$ cat src/rtl/ldrs_pkg.sv
// shared types and constants of the linear diophantine range solver
package ldrs_pkg;

  // field widths and internal datapath widths
  localparam int FIELD_BITS = 32;
  localparam int GCD_BITS   = 31;
  localparam int WIDE_BITS  = 66;   // k bounds, products, wide dividends
  localparam int DEN_BITS   = 34;   // signed divisor
  localparam int REM_BITS   = 33;   // signed remainder
  localparam int MUL_BITS   = 33;   // signed multiplier operand

  // result status codes
  typedef enum logic [1:0] {
    ST_OK    = 2'd0,
    ST_NODIV = 2'd1,
    ST_NONE  = 2'd2,
    ST_ZERO  = 2'd3
  } ldrs_status_t;

  // datapath operations, the solve sequence in program order first
  typedef enum logic [5:0] {
    OP_DIV_EUC, OP_SET_EQ, OP_MUL_QU, OP_SET_EU,
    OP_SET_G, OP_DIV_S, OP_SET_S, OP_DIV_CG, OP_SET_CG,
    OP_DIV_U0S, OP_SET_M1, OP_DIV_CGS, OP_SET_M2, OP_MUL_M,
    OP_DIV_PS, OP_SET_X0, OP_MUL_AX, OP_DIV_Y, OP_SET_Y0,
    OP_DIV_T, OP_SET_T, OP_DIV_KL, OP_SET_KL, OP_DIV_KH, OP_SET_KH,
    OP_DIV_LO, OP_SET_LO, OP_DIV_HI, OP_SET_HI, OP_CHK,
    OP_MUL_KLS, OP_SET_FX, OP_MUL_KLT, OP_SET_FY,
    OP_MUL_KHS, OP_SET_LX, OP_MUL_KHT, OP_SET_LY,
    OP_NOP, OP_LOAD, OP_OUT
  } ldrs_op_t;

  typedef struct packed {
    logic signed [FIELD_BITS-1:0] coef_a;
    logic signed [FIELD_BITS-1:0] coef_b;
    logic signed [FIELD_BITS-1:0] rhs_c;
    logic signed [FIELD_BITS-1:0] x_low;
    logic signed [FIELD_BITS-1:0] x_high;
    logic signed [FIELD_BITS-1:0] y_low;
    logic signed [FIELD_BITS-1:0] y_high;
  } ldrs_in_t;

  typedef struct packed {
    logic [1:0]                   status;
    logic [GCD_BITS-1:0]          gcd_value;
    logic signed [FIELD_BITS-1:0] first_x;
    logic signed [FIELD_BITS-1:0] first_y;
    logic signed [FIELD_BITS-1:0] last_x;
    logic signed [FIELD_BITS-1:0] last_y;
    logic [GCD_BITS-1:0]          x_step;
    logic [FIELD_BITS-1:0]        solution_count;
  } ldrs_out_t;

  // controller to datapath
  typedef struct packed {
    ldrs_op_t     op;
    logic         div_start;
    ldrs_status_t stat;
  } ldrs_cmd_t;

  // datapath to controller
  typedef struct packed {
    logic div_done;
    logic r1_zero;
    logic zero_coef;
    logic rem_nz;
    logic k_empty;
  } ldrs_sts_t;

endpackage

$ cat src/rtl/ldrs_ctrl.sv
// solver controller: handshakes and the operation sequence
module ldrs_ctrl (
  input  logic                clk,
  input  logic                rst_n,
  input  logic                in_valid,
  output logic                in_ready,
  output logic                out_valid,
  input  logic                out_ready,
  input  ldrs_pkg::ldrs_sts_t sts,
  output ldrs_pkg::ldrs_cmd_t cmd
);
  import ldrs_pkg::*;

  typedef enum logic [3:0] {
    S_IDLE = 4'b0001,
    S_RUN  = 4'b0010,
    S_WAIT = 4'b0100,
    S_FIN  = 4'b1000
  } ldrs_state_t;

  ldrs_state_t  state_r, state_nxt;
  ldrs_op_t     pc_r, pc_nxt;
  ldrs_status_t stat_r, stat_nxt;
  logic         out_valid_r, out_valid_nxt;

  // next state and command
  always_comb begin
    state_nxt     = state_r;
    pc_nxt        = pc_r;
    stat_nxt      = stat_r;
    out_valid_nxt = out_valid_r && !out_ready;
    in_ready      = 1'b0;
    cmd.op        = OP_NOP;
    cmd.div_start = 1'b0;
    cmd.stat      = stat_r;
    case (state_r)
      S_IDLE: begin
        in_ready = 1'b1;
        if (in_valid) begin
          cmd.op    = OP_LOAD;
          pc_nxt    = OP_DIV_EUC;
          state_nxt = S_RUN;
        end
      end
      S_RUN: begin
        cmd.op = pc_r;
        pc_nxt = ldrs_op_t'(pc_r + 6'd1);
        case (pc_r) inside
          OP_DIV_EUC: begin
            if (sts.r1_zero) begin
              cmd.op = OP_NOP;
              pc_nxt = OP_SET_G;
            end else begin
              cmd.div_start = 1'b1;
              state_nxt     = S_WAIT;
            end
          end
          OP_DIV_S, OP_DIV_CG, OP_DIV_U0S, OP_DIV_CGS, OP_DIV_PS, OP_DIV_Y,
          OP_DIV_T, OP_DIV_KL, OP_DIV_KH, OP_DIV_LO, OP_DIV_HI: begin
            cmd.div_start = 1'b1;
            state_nxt     = S_WAIT;
          end
          OP_SET_EU: pc_nxt = OP_DIV_EUC;
          OP_SET_G: begin
            if (sts.zero_coef) begin
              stat_nxt  = ST_ZERO;
              state_nxt = S_FIN;
            end
          end
          OP_SET_CG: begin
            if (sts.rem_nz) begin
              stat_nxt  = ST_NODIV;
              state_nxt = S_FIN;
            end
          end
          OP_CHK: begin
            if (sts.k_empty) begin
              stat_nxt  = ST_NONE;
              state_nxt = S_FIN;
            end
          end
          OP_SET_LY: begin
            stat_nxt  = ST_OK;
            state_nxt = S_FIN;
          end
          default: begin
          end
        endcase
      end
      S_WAIT: begin
        if (sts.div_done) state_nxt = S_RUN;
      end
      S_FIN: begin
        // result register free or being emptied this cycle
        if (!out_valid_r || out_ready) begin
          cmd.op        = OP_OUT;
          out_valid_nxt = 1'b1;
          state_nxt     = S_IDLE;
        end
      end
      default: state_nxt = S_IDLE;
    endcase
  end

  // state registers
  always_ff @(posedge clk) begin
    if (!rst_n) begin
      state_r     <= S_IDLE;
      pc_r        <= OP_DIV_EUC;
      stat_r      <= ST_OK;
      out_valid_r <= 1'b0;
    end else begin
      state_r     <= state_nxt;
      pc_r        <= pc_nxt;
      stat_r      <= stat_nxt;
      out_valid_r <= out_valid_nxt;
    end
  end

  assign out_valid = out_valid_r;

  a_start_wait: assert property (@(posedge clk) disable iff (!rst_n)
    cmd.div_start |=> state_r == S_WAIT) else $error("no wait after divide start");
  a_done_in_wait: assert property (@(posedge clk) disable iff (!rst_n)
    sts.div_done |-> state_r == S_WAIT) else $error("divide done outside wait");
  a_out_loaded: assert property (@(posedge clk) disable iff (!rst_n)
    cmd.op == OP_OUT |=> out_valid_r) else $error("result not presented");

endmodule

$ cat config.mk
export PLATFORM = sky130hd
export DESIGN_NAME = ldrs_ctrl
export DESIGN_NICKNAME = d
export VERILOG_FILES = /design/src/rtl/ldrs_pkg.sv /design/src/rtl/ldrs_ctrl.sv
export SDC_FILE = /design/constraint.sdc
export NUM_CORES = 1
export LEC_CHECK = 0
export BUFFER_PORTS_ARGS = -buffer_cell sky130_fd_sc_hd__buf_2
export CORE_MARGIN = 1
export CORE_UTILIZATION = 58
export DETAILED_ROUTE_END_ITERATION = 10
export GPL_ROUTABILITY_DRIVEN = 0
export PLACE_DENSITY = 0.91
export REMOVE_ABC_BUFFERS = 1
export SYNTH_ARGS = -nofsm -noshare
export SYNTH_HDL_FRONTEND = slang
export SYNTH_SLANG_ARGS = --single-unit
$ cat constraint.sdc
create_clock -name clk -period 3.99 [get_ports clk]
set_input_delay 0 -clock clk [delete_from_list [all_inputs] [get_ports clk]]
set_output_delay 0 -clock clk [all_outputs]
set_load 0.01 [all_outputs]
# Yosys cells after proc, flatten, opt, wreduce, memory -nomap -nowiden
# Index checks and enable logic that the tools add are counted.
[op_classes]
mux = 40
n_addsub = 1
bitwise = 3
reduce_logical = 11
n_eq_ne = 32
[ops]
columns = ["operator", "n"]
rows = [
  ["4-bit 2-to-1 mux", 15],
  ["6-bit by 5-bit equality test with 1-bit output, second input constant", 7],
  ["6-bit 2-to-1 mux", 7],
  ["6-bit by 4-bit equality test with 1-bit output, second input constant", 4],
  ["6-bit by 3-bit equality test with 1-bit output, second input constant", 3],
  ["6-bit case mux with 3 select lines", 1],
  ["4-bit case mux with 4 select lines", 1],
  ["2-bit 2-to-1 mux", 7],
  ["7-bit by 6-bit inequality test with 1-bit output, second input constant", 2],
  ["6-bit case mux with 2 select lines", 1],
  ["11-bit OR reduction", 1],
  ["9-bit AND reduction", 1],
  ["1-bit 2-to-1 mux", 8],
  ["2-bit inequality test, second input constant", 4],
  ["8-bit AND reduction", 1],
  ["6-bit by 1-bit adder with 6-bit output, second input constant", 1],
  ["6-bit by 2-bit equality test with 1-bit output, second input constant", 1],
  ["6-bit equality test, second input constant", 1],
  ["6-bit logical NOT", 1],
  ["3-bit inequality test, second input constant", 2],
  ["6-bit by 5-bit inequality test with 1-bit output, second input constant", 1],
  ["5-bit by 4-bit inequality test with 1-bit output, second input constant", 1],
  ["4-bit by 1-bit equality test with 1-bit output, second input constant", 1],
  ["4-bit by 2-bit equality test with 1-bit output, second input constant", 1],
  ["other kinds (11)", 14],
]
[totals]
inputBits = 9
word_cells = 91
ff_bits = 13
output_inout_bits = 11

# Longest topological paths before layout
[depth]
word_depth = 9
ltp_mapped = 7
ltp_nobuf = 7

# Worst setup path after synthesis
# OpenSTA, ideal clock, no wires.
[synth_path]
path_kind = "flip-flop to flip-flop"
from = "register pc_r[0]"
to = "register state_r[3]"
t_arrival_ns = 1.686
setup_time_ns = 0.133
synth_period_minus_slack_ns = 1.819
setup_slack_ns = 2.171
n_path_buf = 0
t_required_ns = 3.857
path_stages_with_launch = 8
path_cell_list = "dfxtp_1 -> inv_1 -> ha_1 -> or3b_4 -> or2_1 -> o211a_1 -> a31oi_1 -> a211oi_1"
[synth_between]
elab_chain_len = 8
word_cells_on_any_way = 32
classes_between = "eq/ne: 22; mux: 7; reduce/logical: 3"
[synth_rtl]
columns = ["element", "line_no", "rtl"]
rows = [
  ["from (decl)", "ldrs_ctrl.sv:22", "ldrs_op_t pc_r, pc_nxt;"],
  ["from (signal assigned)", "ldrs_ctrl.sv:114", "pc_r <= pc_nxt;"],
  ["6-bit by 5-bit equality test with 1-bit output (no line)", "n/a", ""],
  ["4-bit 2-to-1 mux (6 in a row)", "ldrs_ctrl.sv:48", "case (pc_r) inside"],
  ["4-bit case mux with 4 select lines", "ldrs_ctrl.sv:36", "case (state_r)"],
  ["to (signal assigned)", "ldrs_ctrl.sv:113", "state_r <= state_nxt;"],
  ["to (decl)", "ldrs_ctrl.sv:21", "ldrs_state_t state_r, state_nxt;"],
]
# Several ways; a longest one is shown, not always the timed one. The select of a mux whose other input is x is not followed.
# A chain may end at the register's enable or synchronous reset.

==> flow_metrics.env <==
export IMPL_hpwl_um=1930
export IMPL_viasPerCell=6.42
export IMPL_drt_iter0_drc=45
export IMPL_clock_fmax_mhz=442
export IMPL_post_place_cells=156
export IMPL_startpoint_type="register"
export IMPL_holdWs_ns=0.0224
export IMPL_async_flop_share_pct=0
export IMPL_layout_drive_gt1_share_pct=24.1
export IMPL_status="complete, no violations"
export IMPL_nNetsFinal=159
export IMPL_yosysWarnings=0
export IMPL_cts_max_level=1
export IMPL_gr_total_overflow=0
export IMPL_syn_avg_cell_area_um2=8.18
export IMPL_synthFlopType="dfxtp_1"
export IMPL_n_fill_cell=127
export IMPL_p_total_mw=0.375
export IMPL_cpMaxStageDelayCell="or3b_4"
export IMPL_worst_path_buf_inv=2
export IMPL_dr_pass1_iters=4
export IMPL_endpoint_kind="output pin"
export IMPL_cts_sinks=13
export IMPL_initial_core_util_pct=65.4
export IMPL_power_density_mw_per_mm2=325
export IMPL_p_int_mw=0.235
export IMPL_post_cts_resized_instances=0
export IMPL_synth_area_mm2=0.00103
export IMPL_multi_input_area_um2=727
export IMPL_worstMarginPinSlew_ns=0.534
export IMPL_io_pins=20
export IMPL_power_leakage_nw=0.491
export IMPL_min_path_type="input port to register"
export IMPL_fin_skew_ns=0.0131
export IMPL_rsz0062_at_grt="false"
export IMPL_fin_setup_tns_ns=0
export IMPL_portBuffers=19
export IMPL_crit_path_max_fanout=6
export IMPL_required_ns=3.99
export IMPL_ys_seq_area_share_pct=25.2
export IMPL_netlist_cell_type_count=51
export IMPL_synth_edf_count=0
export IMPL_cp_arrival_ns=2.26
export IMPL_n_antenna_cell=0
export IMPL_seqPwrFrac_pct=41.8
export IMPL_cts_made_buffers=3
export IMPL_drt_wl_total_um=2610
export IMPL_area_delta_synth_final_pct=11.9
export IMPL_period_minus_slack_ns=2.26
export IMPL_layout_commonest_cell="buf_2"
export IMPL_die_h_um=44.2
export IMPL_grt_pass1_wl_um=4130
export IMPL_ff_latch_area_um2=260
export IMPL_vias=1034
export IMPL_grt_pass1_vias=952
export IMPL_clk_pin_slew_worst_paths_ns=0.09
export IMPL_peakVddDrop_v=0.000198
export IMPL_die_w_um=44.2
export IMPL_drcViolationCount=0
export IMPL_power_frac_clock_pct=23.5
export IMPL_ys_ff_latch=13
export IMPL_maxCapViolations=0
export IMPL_final_cell_count_no_fill=161
export IMPL_slew_headroom_pct=64.3
export IMPL_grt_use_total_pct=28.4
export IMPL_cts_tree="yes"
export IMPL_core_area_mm2=0.00158
export IMPL_die_area_mm2=0.00195
export IMPL_power_switching_mw=0.140
export IMPL_clkLatencyLatePin_ns=0.29
export IMPL_critical_path_top_delay_family="simple AND/OR/NAND/NOR gates"
export IMPL_crit_type="register to output pin"
export IMPL_fin_crit_sh_pct=56.7
export IMPL_pwr_share_comb_pct=34.7
export IMPL_routedWlPerCell_um=16.2
export IMPL_rows=14
export IMPL_crit_chain="inv_1 > ha_1 > or3b_4 > or2_1 > o21ai_0 > nor2_1 > o21ai_0 > buf_2"
export IMPL_p_sw_share_pct=37.2
export IMPL_cpMostUsedCell="o21ai_0"
export IMPL_grt_max_degree=16
export IMPL_layout_common_cells="19 x buf_2, 18 x nor2_1, 13 x dfxtp_1, 9 x nand2_1, 8 x o21ai_0"
export IMPL_slew_violations=0
export IMPL_ant_nets=0
export IMPL_synthCells=126
export IMPL_root_buffer="clkbuf_4"
export IMPL_clk_path_buf_depth=2
export IMPL_hold_viol_final=0
export IMPL_max_stage_delay_ns=0.43
export IMPL_setup_violations=0
export IMPL_antenna_found_initial=0
through the flow:
| step | cell area, µm² | utilization, % | setup slack [ns] |
|---|---|---|---|
| finish | 1150 | 73.2 | 1.73 |
| global route | 1150 | 73.2 | 1.59 |
| CTS | 1150 | 73.2 | 1.76 |
| detailed placement | 1120 | 70.9 | 1.98 |
| global placement | 1120 | 70.9 | 2.07 |
| floorplan | 1000 | - | 2.18 |
layer usage:
layer  global-route usage [%]  vias up  routed length [µm]
met5                        0        -                   0
met4                     12.1        0                  42
met3                     6.12        8                 179
met2                     50.6       50                1310
met1                     32.3      479                1070
li1                         -      497                   -
worst register-to-register path: stages, from the launching register on:
cell	delay, ns
dfxtp_1	0.44
inv_1	0.12
ha_1	0.25
nor3b_1	0.15
o21ai_0	0.43
and2_1	0.27
nand4_2	0.16
mux2i_1	0.16
state kept, by name, indices dropped and copies added, names as in the netlist:
| register | cells |
|---|---|
| state_r | 4 |
| pc_r | 6 |
| stat_r | 2 |
| out_valid | 1 |
logic make-up (layout without fill, tap and decap cells):
family | after synthesis | count (layout) | synth area share [%]
DFF | 13 | 13 | 25.2
xor gates and xnor gates | 3 | 3 | 2.55
muxes | 3 | 3 | 2.91
AOI/OAI and AO/OA | 29 | 29 | 18.7
and+or+nand+nor | 65 | 65 | 41.5
adders and majority gates | 4 | 4 | 4.85
buffers and inverters | 9 | 28 | 4.25
final timing paths:
kind	from	end	slack, ns	cells after the start
worst max-delay path	pc_r[0]	cmd[4]	1.73	8
worst min-delay path	in_valid	state_r[0]	0.02	2
worst max register to register	pc_r[0]	stat_r[1]	1.92	7
worst min register to register	stat_r[1]	stat_r[1]	0.48	2
timing repair:
action,4_1_cts,5_1_grt
hold buffers,1,0
hold endpoints to repair,2,0
buffers inserted,0,0
cell type report:
class                           instances  area share [%]
Clock buffer                            4            2.28
Inverter                                4            1.30
Multi-Input combinational cell        104            63.0
Sequential cell                        13            22.6
Tap cell                               16            1.74
Timing Repair Buffer                   20            9.11
power groups by stage:
stage | clock, mW | combinational (mW) | sequential, mW
floorplan | 0 | 0.0925 | 0.156
global placement | 0 | 0.121 | 0.158
detailed placement | 0 | 0.126 | 0.160
CTS | 0.0869 | 0.128 | 0.157
global route | 0.0940 | 0.139 | 0.159
finish | 0.0879 | 0.130 | 0.157
synth_stat cells (2+ instances only):
cell | instances | area (µm²)
inv_1 | 4 | 15.0
nor4b_4 | 2 | 47.6
buf_2 | 2 | 10.0
nand2_1 | 9 | 33.8
nor3b_1 | 3 | 22.5
dfxtp_1 | 13 | 260
nor2_1 | 18 | 67.6
nand3_1 | 3 | 15.0
buf_4 | 2 | 15.0
o21ai_0 | 8 | 40.0
nor3_1 | 4 | 20.0
and2_1 | 5 | 31.3
nand4_1 | 2 | 12.5
mux2i_1 | 3 | 30.0
ha_1 | 4 | 50.1
a21oi_1 | 7 | 35.0
xor2_1 | 2 | 17.5
a21o_1 | 2 | 15.0
Note: power is estimated with default switching activity, not from simulation.
